File: src/hdl/calendar_slot_scheduler_assert.svh
// Assertion macros used by the calendar slot scheduler sequencer.
`ifndef CALENDAR_SLOT_SCHEDULER_ASSERT_SVH
`define CALENDAR_SLOT_SCHEDULER_ASSERT_SVH

// Property that must hold on every clock edge outside reset.
`define CSS_CHECK(label, prop, msg) \
    label: assert property (@(posedge aclk) disable iff (!aresetn) (prop)) else $error(msg);

// Antecedent in one cycle implies consequent in the next.
`define CSS_CHECK_NEXT(label, ante, cons, msg) \
    label: assert property (@(posedge aclk) disable iff (!aresetn) (ante) |=> (cons)) \
        else $error(msg);

`endif

File: src/hdl/css_pkg.sv
// Shared types and constants of the calendar slot scheduler.
package css_pkg;

    localparam int LOOKAHEAD_DAYS = 7;
    localparam int IDX_W          = $clog2(LOOKAHEAD_DAYS + 1);

    localparam logic [2:0] DEC_NONE      = 3'd0;
    localparam logic [2:0] DEC_FIRE      = 3'd1;
    localparam logic [2:0] DEC_MISSED    = 3'd2;
    localparam logic [2:0] DEC_NO_RESULT = 3'd3;
    localparam logic [2:0] DEC_SKIPPED   = 3'd4;

    localparam logic [1:0] OP_TIME    = 2'd0;
    localparam logic [1:0] OP_RESULT  = 2'd1;
    localparam logic [1:0] OP_RESTORE = 2'd2;

    localparam logic [2:0] CFG_DAY_MASK    = 3'd0;
    localparam logic [2:0] CFG_SLOT_HOUR   = 3'd1;
    localparam logic [2:0] CFG_SLOT_MINUTE = 3'd2;
    localparam logic [2:0] CFG_GRACE       = 3'd3;
    localparam logic [2:0] CFG_NO_TIME     = 3'd4;
    localparam logic [2:0] CFG_RESULT_TO   = 3'd5;
    localparam logic [2:0] CFG_RETRY_HOLD  = 3'd6;

    // Reciprocals: k/10000 = (k*KEY_RECIP)>>40, x/100 = (x*5243)>>19, x/7 = (x*W7_RECIP)>>25
    localparam logic [26:0] KEY_RECIP = 27'd109951163;
    localparam logic [26:0] HUND_RECIP = 27'd5243;
    localparam logic [26:0] W7_RECIP  = 27'd4793491;

    typedef struct packed {
        logic [6:0]  day_mask;
        logic [4:0]  slot_hour;
        logic [5:0]  slot_minute;
        logic [15:0] grace_minutes;
        logic [31:0] no_time_report_ms;
        logic [31:0] result_timeout_ms;
        logic [31:0] retry_hold_ms;
    } cfg_t;

    typedef struct packed {
        logic [1:0]  op;
        logic        time_valid;
        logic [13:0] year;
        logic [3:0]  month;
        logic [4:0]  day_of_month;
        logic [4:0]  hour;
        logic [5:0]  minute;
        logic [5:0]  second;
        logic [2:0]  weekday;
        logic [31:0] uptime_ms;
        logic        result_ok;
        logic [26:0] restore_key;
    } item_t;

    typedef struct packed {
        logic [2:0]  decision;
        logic        result_accepted;
        logic [15:0] late_minutes;
        logic [7:0]  attempt_count;
        logic [26:0] next_slot_key;
        logic [26:0] last_slot_key;
    } res_t;

endpackage

File: src/hdl/css_mul.sv
// Shared registered multiplier used by the scheduler sequencer.
module css_mul (
    input  logic        aclk,
    input  logic [26:0] a,
    input  logic [26:0] b,
    output logic [53:0] p
);

    logic [53:0] p_reg;

    always_ff @(posedge aclk) begin
        p_reg <= a * b;
    end

    assign p = p_reg;

endmodule

File: src/hdl/css_seq.sv
// Sequencer: date checks, weekday, booking decisions and lookahead walk.
`include "calendar_slot_scheduler_assert.svh"

module css_seq (
    input  logic            aclk,
    input  logic            aresetn,
    input  logic            in_valid,
    output logic            in_ready,
    input  css_pkg::item_t  in_item,
    input  css_pkg::cfg_t   cfg,
    output logic            res_valid,
    output css_pkg::res_t   res,
    input  logic            res_free
);

    localparam logic [4:0] ST_IDLE  = 5'd0;
    localparam logic [4:0] ST_OP1   = 5'd1;
    localparam logic [4:0] ST_R1    = 5'd2;
    localparam logic [4:0] ST_R2    = 5'd3;
    localparam logic [4:0] ST_R3    = 5'd4;
    localparam logic [4:0] ST_R4    = 5'd5;
    localparam logic [4:0] ST_R5    = 5'd6;
    localparam logic [4:0] ST_YQ    = 5'd7;
    localparam logic [4:0] ST_YQ100 = 5'd8;
    localparam logic [4:0] ST_LEAP  = 5'd9;
    localparam logic [4:0] ST_RFIN  = 5'd10;
    localparam logic [4:0] ST_YYQ   = 5'd11;
    localparam logic [4:0] ST_Y365  = 5'd12;
    localparam logic [4:0] ST_SUMN  = 5'd13;
    localparam logic [4:0] ST_W     = 5'd14;
    localparam logic [4:0] ST_W7    = 5'd15;
    localparam logic [4:0] ST_WCHK  = 5'd16;
    localparam logic [4:0] ST_KEY   = 5'd17;
    localparam logic [4:0] ST_K2    = 5'd18;
    localparam logic [4:0] ST_DEC   = 5'd19;
    localparam logic [4:0] ST_LOOK  = 5'd20;
    localparam logic [4:0] ST_OUT   = 5'd21;

    localparam int IW = css_pkg::IDX_W;

    function automatic logic [4:0] month_len(input logic [3:0] m, input logic leap);
        logic [4:0] len;
        case (m) inside
            4'd1, 4'd3, 4'd5, 4'd7, 4'd8, 4'd10, 4'd12: len = 5'd31;
            4'd4, 4'd6, 4'd9, 4'd11:                    len = 5'd30;
            4'd2:                                        len = leap ? 5'd29 : 5'd28;
            default:                                     len = 5'd0;
        endcase
        return len;
    endfunction

    // Days before the month in a March-based year.
    function automatic logic [8:0] cum_days(input logic [3:0] mp);
        logic [8:0] c;
        case (mp)
            4'd0:    c = 9'd0;
            4'd1:    c = 9'd31;
            4'd2:    c = 9'd61;
            4'd3:    c = 9'd92;
            4'd4:    c = 9'd122;
            4'd5:    c = 9'd153;
            4'd6:    c = 9'd184;
            4'd7:    c = 9'd214;
            4'd8:    c = 9'd245;
            4'd9:    c = 9'd275;
            4'd10:   c = 9'd306;
            4'd11:   c = 9'd337;
            default: c = 9'd0;
        endcase
        return c;
    endfunction

    // Sequencer and item registers
    logic [4:0]  state_reg, state_next;
    logic [1:0]  op_reg, op_next;
    logic        tv_reg, tv_next;
    logic [4:0]  hr_reg, hr_next;
    logic [5:0]  mi_reg, mi_next;
    logic [5:0]  se_reg, se_next;
    logic [2:0]  wk_reg, wk_next;
    logic [31:0] up_reg, up_next;
    logic        ok_reg, ok_next;
    logic [26:0] rkey_reg, rkey_next;
    logic [13:0] wy_reg, wy_next;
    logic [6:0]  wm_reg, wm_next;
    logic [6:0]  wdd_reg, wdd_next;
    logic [13:0] rem_reg, rem_next;
    logic [7:0]  yq_reg, yq_next;
    logic [7:0]  yyq_reg, yyq_next;
    logic        leap_reg, leap_next;
    logic        dok_reg, dok_next;
    logic [22:0] n3_reg, n3_next;
    logic        wmatch_reg, wmatch_next;
    logic [26:0] key_reg, key_next;
    logic [26:0] cur_key_reg, cur_key_next;
    logic [3:0]  cur_m_reg, cur_m_next;
    logic [4:0]  cur_d_reg, cur_d_next;
    logic [2:0]  cur_wd_reg, cur_wd_next;
    logic [IW-1:0] idx_reg, idx_next;
    logic [26:0] k2_reg, k2_next;
    logic [2:0]  dec_reg, dec_next;
    logic        acc_reg, acc_next;
    logic [26:0] nkey_reg, nkey_next;

    // Scheduler state
    logic [26:0] booked_reg, booked_next;
    logic [26:0] att_reg, att_next;
    logic [26:0] missed_reg, missed_next;
    logic        pending_reg, pending_next;
    logic        bflag_reg, bflag_next;
    logic        hold_reg, hold_next;
    logic [31:0] hs_reg, hs_next;
    logic [31:0] ast_reg, ast_next;
    logic [7:0]  attempts_reg, attempts_next;
    logic [15:0] late_reg, late_next;
    logic        ntr_reg, ntr_next;

    logic [26:0] mul_a, mul_b;
    logic [53:0] p;

    css_mul u_mul (
        .aclk (aclk),
        .a    (mul_a),
        .b    (mul_b),
        .p    (p)
    );

    logic [13:0] yy;
    logic [3:0]  mp;
    logic [10:0] now_min, slot_min;
    logic [16:0] win_end;
    logic        in_window, sched_en, usable;
    logic [7:0]  mask8;
    logic [4:0]  cur_len;
    logic [26:0] adv_key;
    logic [3:0]  adv_m;
    logic [4:0]  adv_d;
    logic [13:0] rem_calc, dd_calc;
    logic        y100_zero, leap_calc;
    logic [4:0]  wlen;

    assign yy       = wy_reg - {13'd0, (wm_reg <= 7'd2)};
    assign mp       = (wm_reg >= 7'd3) ? (wm_reg[3:0] - 4'd3) : (wm_reg[3:0] + 4'd9);
    assign now_min  = 11'({hr_reg, 6'd0}) - 11'({hr_reg, 2'd0}) + 11'(mi_reg);
    assign slot_min = 11'({cfg.slot_hour, 6'd0}) - 11'({cfg.slot_hour, 2'd0})
                    + 11'(cfg.slot_minute);
    assign win_end  = 17'(slot_min) + 17'(cfg.grace_minutes);
    assign in_window = (now_min >= slot_min) && (17'(now_min) < win_end);
    assign sched_en = (cfg.day_mask != 7'd0) && (cfg.slot_hour <= 5'd23)
                    && (cfg.slot_minute <= 6'd59);
    assign mask8    = {1'b0, cfg.day_mask};
    assign usable   = tv_reg && dok_reg && (hr_reg <= 5'd23) && (mi_reg <= 6'd59)
                    && (se_reg <= 6'd60) && wmatch_reg;

    // One-day step of the cursor; a walk of at most eight days meets February
    // only within today's year, so today's leap flag serves.
    always_comb begin
        cur_len = month_len(cur_m_reg, leap_reg);
        if (cur_d_reg < cur_len) begin
            adv_key = cur_key_reg + 27'd1;
            adv_m   = cur_m_reg;
            adv_d   = cur_d_reg + 5'd1;
        end else if (cur_m_reg != 4'd12) begin
            adv_key = cur_key_reg + 27'd101 - 27'(cur_d_reg);
            adv_m   = cur_m_reg + 4'd1;
            adv_d   = 5'd1;
        end else begin
            adv_key = cur_key_reg + 27'd8870;
            adv_m   = 4'd1;
            adv_d   = 5'd1;
        end
    end

    assign rem_calc  = rkey_reg[13:0] - p[13:0];
    assign dd_calc   = rem_reg - p[13:0];
    assign y100_zero = (p[13:0] == wy_reg);
    assign leap_calc = ((wy_reg[1:0] == 2'd0) && !y100_zero)
                     || (y100_zero && (yq_reg[1:0] == 2'd0));
    assign wlen      = month_len(wm_reg[3:0], leap_calc);

    always_comb begin
        logic        timeout, held, missed_c, fire_c, hit;
        logic [26:0] booked_eff;
        logic [7:0]  att_base;

        state_next = state_reg;
        op_next = op_reg; tv_next = tv_reg; hr_next = hr_reg; mi_next = mi_reg;
        se_next = se_reg; wk_next = wk_reg; up_next = up_reg; ok_next = ok_reg;
        rkey_next = rkey_reg; wy_next = wy_reg; wm_next = wm_reg; wdd_next = wdd_reg;
        rem_next = rem_reg; yq_next = yq_reg; yyq_next = yyq_reg; leap_next = leap_reg;
        dok_next = dok_reg; n3_next = n3_reg; wmatch_next = wmatch_reg; key_next = key_reg;
        cur_key_next = cur_key_reg; cur_m_next = cur_m_reg; cur_d_next = cur_d_reg;
        cur_wd_next = cur_wd_reg; idx_next = idx_reg; k2_next = k2_reg;
        dec_next = dec_reg; acc_next = acc_reg; nkey_next = nkey_reg;
        booked_next = booked_reg; att_next = att_reg; missed_next = missed_reg;
        pending_next = pending_reg; bflag_next = bflag_reg; hold_next = hold_reg;
        hs_next = hs_reg; ast_next = ast_reg; attempts_next = attempts_reg;
        late_next = late_reg; ntr_next = ntr_reg;
        mul_a = 27'd0;
        mul_b = 27'd0;
        timeout = 1'b0; held = 1'b0; missed_c = 1'b0; fire_c = 1'b0; hit = 1'b0;
        booked_eff = booked_reg;
        att_base = attempts_reg;

        case (state_reg)
            ST_IDLE: begin
                if (in_valid) begin
                    op_next   = in_item.op;
                    tv_next   = in_item.time_valid;
                    hr_next   = in_item.hour;
                    mi_next   = in_item.minute;
                    se_next   = in_item.second;
                    wk_next   = in_item.weekday;
                    up_next   = in_item.uptime_ms;
                    ok_next   = in_item.result_ok;
                    rkey_next = in_item.restore_key;
                    wy_next   = in_item.year;
                    wm_next   = 7'(in_item.month);
                    wdd_next  = 7'(in_item.day_of_month);
                    dec_next  = css_pkg::DEC_NONE;
                    acc_next  = 1'b0;
                    nkey_next = 27'd0;
                    case (in_item.op)
                        css_pkg::OP_TIME:    state_next = ST_YQ;
                        css_pkg::OP_RESULT:  state_next = ST_OP1;
                        css_pkg::OP_RESTORE: state_next = ST_R1;
                        default:             state_next = ST_OUT;
                    endcase
                end
            end
            ST_OP1: begin
                if (pending_reg) begin
                    pending_next = 1'b0;
                    if (!ok_reg) begin
                        hold_next = 1'b1;
                        hs_next   = up_reg;
                    end else begin
                        booked_next = att_reg;
                        bflag_next  = 1'b1;
                        acc_next    = 1'b1;
                    end
                end
                state_next = ST_OUT;
            end
            ST_R1: begin
                mul_a = rkey_reg;
                mul_b = css_pkg::KEY_RECIP;
                state_next = ST_R2;
            end
            ST_R2: begin
                wy_next = p[53:40];
                mul_a = 27'(p[53:40]);
                mul_b = 27'd10000;
                state_next = ST_R3;
            end
            ST_R3: begin
                rem_next = rem_calc;
                mul_a = 27'(rem_calc);
                mul_b = css_pkg::HUND_RECIP;
                state_next = ST_R4;
            end
            ST_R4: begin
                wm_next = p[25:19];
                mul_a = 27'(p[25:19]);
                mul_b = 27'd100;
                state_next = ST_R5;
            end
            ST_R5: begin
                wdd_next = dd_calc[6:0];
                state_next = ST_YQ;
            end
            ST_YQ: begin
                mul_a = 27'(wy_reg);
                mul_b = css_pkg::HUND_RECIP;
                state_next = ST_YQ100;
            end
            ST_YQ100: begin
                yq_next = p[26:19];
                mul_a = 27'(p[26:19]);
                mul_b = 27'd100;
                state_next = ST_LEAP;
            end
            ST_LEAP: begin
                leap_next = leap_calc;
                dok_next  = (wy_reg >= 14'd2000) && (wy_reg <= 14'd9999)
                          && (wm_reg >= 7'd1) && (wm_reg <= 7'd12)
                          && (wdd_reg >= 7'd1) && (wdd_reg <= 7'(wlen));
                state_next = (op_reg == css_pkg::OP_RESTORE) ? ST_RFIN : ST_YYQ;
            end
            ST_RFIN: begin
                booked_next = dok_reg ? rkey_reg : 27'd0;
                state_next = ST_OUT;
            end
            ST_YYQ: begin
                mul_a = 27'(yy);
                mul_b = css_pkg::HUND_RECIP;
                state_next = ST_Y365;
            end
            ST_Y365: begin
                yyq_next = p[26:19];
                mul_a = 27'(yy);
                mul_b = 27'd365;
                state_next = ST_SUMN;
            end
            ST_SUMN: begin
                // day count since 0000-03-01 plus three: weekday = this mod 7
                n3_next = p[22:0] + 23'(yy[13:2]) - 23'(yyq_reg) + 23'(yyq_reg[7:2])
                        + 23'(cum_days(mp)) + 23'(wdd_reg) + 23'd2;
                state_next = ST_W;
            end
            ST_W: begin
                mul_a = 27'(n3_reg);
                mul_b = css_pkg::W7_RECIP;
                state_next = ST_W7;
            end
            ST_W7: begin
                mul_a = 27'(p[47:25]);
                mul_b = 27'd7;
                state_next = ST_WCHK;
            end
            ST_WCHK: begin
                wmatch_next = ((n3_reg[2:0] - p[2:0]) == wk_reg);
                mul_a = 27'(wy_reg);
                mul_b = 27'd10000;
                state_next = ST_KEY;
            end
            ST_KEY: begin
                key_next = p[26:0] + 27'({wm_reg, 6'd0}) + 27'({wm_reg, 5'd0})
                         + 27'({wm_reg, 2'd0}) + 27'(wdd_reg);
                cur_key_next = p[26:0] + 27'({wm_reg, 6'd0}) + 27'({wm_reg, 5'd0})
                             + 27'({wm_reg, 2'd0}) + 27'(wdd_reg);
                cur_m_next = wm_reg[3:0];
                cur_d_next = wdd_reg[4:0];
                idx_next   = '0;
                state_next = ST_K2;
            end
            ST_K2: begin
                cur_key_next = adv_key;
                cur_m_next   = adv_m;
                cur_d_next   = adv_d;
                idx_next     = idx_reg + IW'(1);
                if (idx_reg == IW'(1)) begin
                    k2_next    = adv_key;
                    state_next = ST_DEC;
                end
            end
            ST_DEC: begin
                if (!usable) begin
                    if (sched_en && !ntr_reg && (up_reg > cfg.no_time_report_ms)) begin
                        ntr_next = 1'b1;
                        dec_next = css_pkg::DEC_SKIPPED;
                    end
                    state_next = ST_OUT;
                end else begin
                    timeout = pending_reg && ((up_reg - ast_reg) >= cfg.result_timeout_ms);
                    if (timeout) begin
                        pending_next = 1'b0;
                        hold_next    = 1'b1;
                        hs_next      = up_reg;
                        dec_next     = css_pkg::DEC_NO_RESULT;
                    end else begin
                        // booked date more than two days ahead is dropped
                        if (booked_reg != 27'd0 && booked_reg > k2_reg) begin
                            booked_eff = 27'd0;
                        end
                        booked_next = booked_eff;
                        held = hold_reg && ((up_reg - hs_reg) < cfg.retry_hold_ms);
                        missed_c = !pending_reg && att_reg != 27'd0 && !bflag_reg
                                 && missed_reg != att_reg
                                 && (key_reg != att_reg || !in_window);
                        fire_c = sched_en && mask8[wk_reg] && key_reg > booked_eff
                               && in_window && !pending_reg && !held;
                        if (missed_c) begin
                            missed_next = att_reg;
                            dec_next    = css_pkg::DEC_MISSED;
                        end else if (fire_c) begin
                            hold_next = 1'b0;
                            att_base  = (key_reg != att_reg) ? 8'd0 : attempts_reg;
                            attempts_next = (att_base == 8'd255) ? 8'd255 : att_base + 8'd1;
                            att_next     = key_reg;
                            bflag_next   = 1'b0;
                            pending_next = 1'b1;
                            ast_next     = up_reg;
                            late_next    = 16'(now_min - slot_min);
                            dec_next     = css_pkg::DEC_FIRE;
                        end
                    end
                    cur_key_next = key_reg;
                    cur_m_next   = wm_reg[3:0];
                    cur_d_next   = wdd_reg[4:0];
                    cur_wd_next  = wk_reg;
                    idx_next     = '0;
                    state_next   = sched_en ? ST_LOOK : ST_OUT;
                end
            end
            ST_LOOK: begin
                hit = mask8[cur_wd_reg] && (cur_key_reg > booked_reg)
                    && !(idx_reg == '0 && 17'(now_min) >= win_end);
                if (hit) begin
                    nkey_next  = cur_key_reg;
                    state_next = ST_OUT;
                end else if (idx_reg == IW'(css_pkg::LOOKAHEAD_DAYS)) begin
                    state_next = ST_OUT;
                end else begin
                    cur_key_next = adv_key;
                    cur_m_next   = adv_m;
                    cur_d_next   = adv_d;
                    cur_wd_next  = (cur_wd_reg == 3'd6) ? 3'd0 : cur_wd_reg + 3'd1;
                    idx_next     = idx_reg + IW'(1);
                end
            end
            ST_OUT: begin
                if (res_free) begin
                    state_next = ST_IDLE;
                end
            end
            default: state_next = ST_IDLE;
        endcase
    end

    always_ff @(posedge aclk) begin
        if (!aresetn) begin
            state_reg    <= ST_IDLE;
            idx_reg      <= '0;
            booked_reg   <= 27'd0;
            att_reg      <= 27'd0;
            missed_reg   <= 27'd0;
            pending_reg  <= 1'b0;
            bflag_reg    <= 1'b0;
            hold_reg     <= 1'b0;
            hs_reg       <= 32'd0;
            ast_reg      <= 32'd0;
            attempts_reg <= 8'd0;
            late_reg     <= 16'd0;
            ntr_reg      <= 1'b0;
        end else begin
            state_reg    <= state_next;
            idx_reg      <= idx_next;
            booked_reg   <= booked_next;
            att_reg      <= att_next;
            missed_reg   <= missed_next;
            pending_reg  <= pending_next;
            bflag_reg    <= bflag_next;
            hold_reg     <= hold_next;
            hs_reg       <= hs_next;
            ast_reg      <= ast_next;
            attempts_reg <= attempts_next;
            late_reg     <= late_next;
            ntr_reg      <= ntr_next;
        end
    end

    always_ff @(posedge aclk) begin
        op_reg <= op_next; tv_reg <= tv_next; hr_reg <= hr_next; mi_reg <= mi_next;
        se_reg <= se_next; wk_reg <= wk_next; up_reg <= up_next; ok_reg <= ok_next;
        rkey_reg <= rkey_next; wy_reg <= wy_next; wm_reg <= wm_next; wdd_reg <= wdd_next;
        rem_reg <= rem_next; yq_reg <= yq_next; yyq_reg <= yyq_next;
        leap_reg <= leap_next; dok_reg <= dok_next; n3_reg <= n3_next;
        wmatch_reg <= wmatch_next; key_reg <= key_next; cur_key_reg <= cur_key_next;
        cur_m_reg <= cur_m_next; cur_d_reg <= cur_d_next; cur_wd_reg <= cur_wd_next;
        k2_reg <= k2_next; dec_reg <= dec_next; acc_reg <= acc_next;
        nkey_reg <= nkey_next;
    end

    assign in_ready  = (state_reg == ST_IDLE);
    assign res_valid = (state_reg == ST_OUT);
    assign res = '{decision:        dec_reg,
                   result_accepted: acc_reg,
                   late_minutes:    late_reg,
                   attempt_count:   attempts_reg,
                   next_slot_key:   nkey_reg,
                   last_slot_key:   booked_reg};

    `CSS_CHECK(a_fire_pending, (res_valid && res.decision == css_pkg::DEC_FIRE) |-> pending_reg, "fire without pending attempt")
    `CSS_CHECK(a_fire_count, (res_valid && res.decision == css_pkg::DEC_FIRE) |-> (attempts_reg != 8'd0), "fire with zero attempt count")
    `CSS_CHECK(a_idx_range, idx_reg <= IW'(css_pkg::LOOKAHEAD_DAYS), "lookahead index out of range")
    `CSS_CHECK_NEXT(a_accept_busy, in_valid && in_ready, state_reg != ST_IDLE, "accepted transaction left sequencer idle")

endmodule

File: src/hdl/calendar_slot_scheduler.sv
// Top level of the weekday calendar slot scheduler.
//
// Usage:
//   s_ channel: one transaction per item; s_tuser carries the op (time sample,
//     result report, restore of the last booked date), s_tdata the fields.
//   m_ channel: exactly one result transaction per input transaction, in order.
//   cfg_ channel: register writes, always ready; write only while idle.
// Throughput: one item at a time; the sequencer takes no new transaction until
//   it has handed on its result. The cost of an item is the chain of multiplies
//   through the one shared multiplier (date checks, weekday, date key) plus the
//   day-by-day lookahead walk of up to eight days.
// The next item is taken as soon as the sequencer has handed its result to
//   the output register, even while that result still waits on m_tready.
// A stalled receiver holds the output register and, once the sequencer has a
//   further result, holds the sequencer too (s_tready stays low).
// Reset (aresetn low, synchronous): control and configuration registers to their
//   defaults, all booking state cleared, no result pending.
module calendar_slot_scheduler (
    input  logic         aclk,
    input  logic         aresetn,
    input  logic         s_tvalid,
    output logic         s_tready,
    // time_valid, year, month, day_of_month, hour, minute, second, weekday,
    // uptime_ms, result_ok, restore_key
    input  logic [103:0] s_tdata,
    // op
    input  logic [1:0]   s_tuser,
    output logic         m_tvalid,
    input  logic         m_tready,
    // result_accepted, late_minutes, attempt_count, next_slot_key,
    // last_slot_key, one zero pad bit
    output logic [79:0]  m_tdata,
    // decision
    output logic [2:0]   m_tuser,
    input  logic         cfg_valid,
    output logic         cfg_ready,
    input  logic [2:0]   cfg_index,
    input  logic [31:0]  cfg_data
);

    css_pkg::cfg_t  cfg_reg, cfg_next;
    css_pkg::item_t item;
    css_pkg::res_t  res, out_reg, out_next;
    logic           res_valid, res_free;
    logic           m_tvalid_reg, m_tvalid_next;

    // Unpack the slave transaction, lowest field first.
    assign item = '{op:           s_tuser,
                    time_valid:   s_tdata[0],
                    year:         s_tdata[14:1],
                    month:        s_tdata[18:15],
                    day_of_month: s_tdata[23:19],
                    hour:         s_tdata[28:24],
                    minute:       s_tdata[34:29],
                    second:       s_tdata[40:35],
                    weekday:      s_tdata[43:41],
                    uptime_ms:    s_tdata[75:44],
                    result_ok:    s_tdata[76],
                    restore_key:  s_tdata[103:77]};

    // Configuration registers; a zero grace is held as one minute.
    always_comb begin
        cfg_next = cfg_reg;
        if (cfg_valid) begin
            case (cfg_index)
                css_pkg::CFG_DAY_MASK:    cfg_next.day_mask    = cfg_data[6:0];
                css_pkg::CFG_SLOT_HOUR:   cfg_next.slot_hour   = cfg_data[4:0];
                css_pkg::CFG_SLOT_MINUTE: cfg_next.slot_minute = cfg_data[5:0];
                css_pkg::CFG_GRACE: begin
                    cfg_next.grace_minutes = (cfg_data[15:0] == 16'd0) ? 16'd1
                                                                       : cfg_data[15:0];
                end
                css_pkg::CFG_NO_TIME:     cfg_next.no_time_report_ms = cfg_data;
                css_pkg::CFG_RESULT_TO:   cfg_next.result_timeout_ms = cfg_data;
                css_pkg::CFG_RETRY_HOLD:  cfg_next.retry_hold_ms     = cfg_data;
                default: ;
            endcase
        end
    end

    css_seq u_seq (
        .aclk      (aclk),
        .aresetn   (aresetn),
        .in_valid  (s_tvalid),
        .in_ready  (s_tready),
        .in_item   (item),
        .cfg       (cfg_reg),
        .res_valid (res_valid),
        .res       (res),
        .res_free  (res_free)
    );

    // Output register: frees the sequencer while a result waits on m_tready.
    assign res_free = !m_tvalid_reg || m_tready;

    always_comb begin
        out_next      = out_reg;
        m_tvalid_next = m_tvalid_reg;
        if (res_valid && res_free) begin
            out_next      = res;
            m_tvalid_next = 1'b1;
        end else if (m_tready) begin
            m_tvalid_next = 1'b0;
        end
    end

    always_ff @(posedge aclk) begin
        if (!aresetn) begin
            m_tvalid_reg <= 1'b0;
            cfg_reg <= '{day_mask:          7'd0,
                         slot_hour:         5'd0,
                         slot_minute:       6'd0,
                         grace_minutes:     16'd1,
                         no_time_report_ms: 32'd600000,
                         result_timeout_ms: 32'd60000,
                         retry_hold_ms:     32'd300000};
        end else begin
            m_tvalid_reg <= m_tvalid_next;
            cfg_reg      <= cfg_next;
        end
    end

    always_ff @(posedge aclk) begin
        out_reg <= out_next;
    end

    assign cfg_ready = 1'b1;
    assign m_tvalid  = m_tvalid_reg;
    assign m_tuser   = out_reg.decision;
    assign m_tdata   = {1'b0, out_reg.last_slot_key, out_reg.next_slot_key,
                        out_reg.attempt_count, out_reg.late_minutes,
                        out_reg.result_accepted};

endmodule
File: config.mk
export PLATFORM = sky130hd
export DESIGN_NAME = calendar_slot_scheduler
export DESIGN_NICKNAME = d
export VERILOG_FILES = /design/src/hdl/css_pkg.sv /design/src/hdl/css_mul.sv /design/src/hdl/css_seq.sv /design/src/hdl/calendar_slot_scheduler.sv
export VERILOG_INCLUDE_DIRS = /design/src /design/src/hdl
export SDC_FILE = /design/constraint.sdc
export NUM_CORES = 2
export LEC_CHECK = 0
export ABC_AREA = 0
export BUFFER_PORTS_ARGS = -buffer_cell sky130_fd_sc_hd__buf_2
export CORE_ASPECT_RATIO = 0.8
export CORE_MARGIN = 2
export CORE_UTILIZATION = 60
export CTS_CLUSTER_DIAMETER = 100
export DETAILED_ROUTE_END_ITERATION = 6
export GPL_ROUTABILITY_DRIVEN = 0
export PLACE_DENSITY = 0.76
export SLEW_MARGIN = 10
export SYNTH_ARGS = -nofsm -noshare
export SYNTH_HDL_FRONTEND = slang
export SYNTH_SLANG_ARGS = --single-unit
File: constraint.sdc
create_clock -name aclk -period 12.85 [get_ports aclk]
set_input_delay 1.9275 -clock aclk [delete_from_list [all_inputs] [get_ports aclk]]
set_output_delay 1.9275 -clock aclk [all_outputs]
set_load 0.05 [all_outputs]
==> impl_summary.log <==
INFO  metric place.port_buffers = 229
INFO  metric post_cts.repair.setup_buffers = 0
INFO  metric skew = 0.0267 ns
INFO  metric timing.final.setup_violations = 0
INFO  metric rows = 107
INFO  metric cp.arrival = 11.61 ns
INFO  metric global_route.usage.total = 34.9%
INFO  metric drv_slew = 0
INFO  metric start_kind = flip-flop
INFO  metric core = 106000 µm²
INFO  metric timing.max_slew.rel_slack = 12.6%
INFO  metric synthesis.area = 64000 µm²
INFO  metric final_cell_mix = inv_1 (1214), ha_1 (770), nand2_1 (760)
INFO  metric top_area_cell_type_share_of_the_netlist_area = 17.0%
INFO  metric report.final.hold_viol_count = 0
INFO  metric warnings_synthesis = 0
INFO  metric clkSlewWorstSetupHoldPaths = 0.06 ns
INFO  metric setup.worst_path.class = reg -> reg
INFO  metric number_of_flops_mapped_to_enable_cells_by_yosys = 356
INFO  metric final_critical_path_setup_slack = 1.78 ns
INFO  metric pin_count_of_the_biggest_net_entering_global_routing = 102
INFO  metric critPathCaptureType = flip-flop
INFO  metric post-route-min-period = 11.07 ns
INFO  metric postRouteAntennaNets = 0
INFO  metric dieHeight = 296 µm
INFO  metric grt_pass1_wl = 291000 µm
INFO  metric worst_path_max_delay_cell = nor3_1
INFO  metric via_count = 51771
INFO  metric clock_latency = 0.69 ns
INFO  metric fillerInstances = 8590
INFO  metric largest_register_ff_count = 130
INFO  metric share_of_the_clock_period_used_by_the_worst_path = 86.1%
INFO  metric yosysUniqueCellTypes = 99
INFO  metric overflow = 0
INFO  metric synth-seq-cells = 718
INFO  metric syn2layout_area_growth = 8.20%
INFO  metric highest_attainable_clock_frequency = 0.0904 GHz
INFO  metric critPathMaxStageDelay = 0.93 ns
INFO  metric dp.final_hpwl = 153000 µm
INFO  metric yosys.area.top_type = fa_1
INFO  metric max-cap-violations = 0
INFO  metric dieArea = 109000 µm²
INFO  metric via_per_inst = 6.06
INFO  metric starting_utilization_of_the_core_area = 60.3%
INFO  metric dr.first_iter.drc_count = 6760
INFO  metric holdWs = 0.416 ns
INFO  metric async_reset_ff_share = 0%
INFO  metric finalSetupTns = 0 ns
INFO  metric post_synth.cell_area_avg = 9.31 µm²
INFO  metric ctsRootBufferMaster = clkbuf_16
INFO  metric timing.critical_path.fanout_max = 33
INFO  metric yosys-top-cells-area = fa_1 (17%), edfxtp_1 (17%), ha_1 (15%)
INFO  metric worst_tran_pin_value = 1.31 ns
INFO  metric worst_hold_path_type = reg -> reg
INFO  metric ys_seq_area_share = 28.0%
INFO  metric grt_pass1_vias = 49540
INFO  metric place_worst_setup_slack = 2.20 ns
INFO  metric grt_setup_unrepaired = no
INFO  metric commonest_non_fill_non_tap_cell_in_the_layout = inv_1
INFO  metric cts_buffer_depth = 3
INFO  metric post_cts.resized_instances = 0
INFO  metric final_layout_size_suffix_gt1_share = 6.78%
INFO  metric tritoncts.num_buffers = 77
INFO  metric clock-sinks = 718
INFO  metric route.final.wire_length = 192000 µm
INFO  metric critical_path_required = 13.40 ns
INFO  metric die_x = 369 µm
INFO  metric cts_max_level = 3
INFO  metric avgRoutedWirePerCell = 22.4 µm
INFO  metric route.detailed.drc = 20
INFO  metric initial_antenna_violation_count = 16
INFO  metric failed_checks = DRC
INFO  metric num_io_pins = 232
INFO  metric post_cts_hold_buffer_count = 0
INFO  metric postSynthCellCount = 6873
INFO  metric num-nets-final = 8523
INFO  metric synth_ff_type = dfxtp_1
INFO  metric run_status = finished with violations
INFO  metric rr_worst_depth = 33
INFO  metric hold_depth = 0
INFO  metric cts_tree = built
INFO  metric drtPass1Iterations = 7
==> stage by stage <==
stage,cells,area [µm²],utilization [%]
finish,8550,69200,65.3
global route,8547,69200,65.3
CTS,8543,69200,65.3
detailed placement,8403,66700,62.9
global placement,8403,66700,62.9
floorplan,6924,64200,-
==> synthesized netlist by cell type (19+ instances only) <==
cell type / count
a221oi_1: 19
nor2_1: 305
nand3_1: 121
o2bb2ai_1: 29
a211oi_1: 29
a21oi_1: 392
nor3_1: 85
nand2b_1: 49
xor2_1: 105
o21ai_0: 216
fa_1: 542
mux2i_1: 110
edfxtp_1: 356
nor4_1: 67
o21a_1: 65
inv_1: 1216
nor2b_1: 74
o211ai_1: 52
nand4_1: 74
a31oi_1: 33
a22oi_1: 43
and3_1: 50
xnor2_1: 193
dfxtp_1: 362
or3_1: 20
and2_1: 85
nand2_1: 760
a21o_1: 131
o21bai_1: 21
ha_1: 770
clkbuf_1: 172
==> worst max-delay path, delay by kind of cell (launching register included) <==
| family | cells | cell delay [ns] |
|---|---|---|
| adder cells (fa/ha/maj) | 8 | 3.87 |
| AND/OR/NAND/NOR | 8 | 2.51 |
| AO/OA/AOI/OAI | 8 | 2.16 |
| buffers and inverters | 8 | 1.36 |
| flip-flops | 1 | 0.71 |
| multiplexers | 1 | 0.25 |
==> routing by layer <==
layer | global-route usage (%) | wire [µm] | up-vias
li1 | - | - | 23395
met1 | 50.1 | 78700 | 24897
met2 | 49.7 | 79100 | 2954
met3 | 10.7 | 26100 | 507
met4 | 12.5 | 7780 | 18
met5 | 0.568 | 190 | -
==> final timing paths <==
| path | endpoint | slack (ns) | start |
|---|---|---|---|
| min reg2reg | m_tdata[35] | 0.42 | u_seq.nkey_reg[10] |
| max reg2reg | u_seq.u_mul.p[53] | 1.78 | u_seq.state_reg[1] |
| min | m_tdata[35] | 0.42 | u_seq.nkey_reg[10] |
| max | u_seq.u_mul.p[53] | 1.78 | u_seq.state_reg[1] |
==> kinds of logic after synthesis <==
group / share of synthesized area, %
other: 0.0117
and+or+nand+nor: 12.7
DFF: 28.0
buffers and inverters: 8.53
muxes: 1.86
AOI/OAI and AO/OA: 12.8
adders and majority gates: 32.0
xor gates and xnor gates: 4.08
==> cell type report <==
cell class | instances | area (µm²) | share of cell area (%)
repair buffers | 277 | 1510 | 2.18
diodes | 7 | 17.5 | 0.0253
flip-flops and latches | 718 | 17900 | 25.9
multi-input cells | 4774 | 40900 | 59.0
inverters | 1217 | 4580 | 6.61
clock inverters | 41 | 388 | 0.560
clock buffers | 99 | 2150 | 3.11
well taps | 1417 | 1770 | 2.56
Power is not shown: default switching activity piles up to over one toggle a cycle in this logic, so the estimate is an artifact.
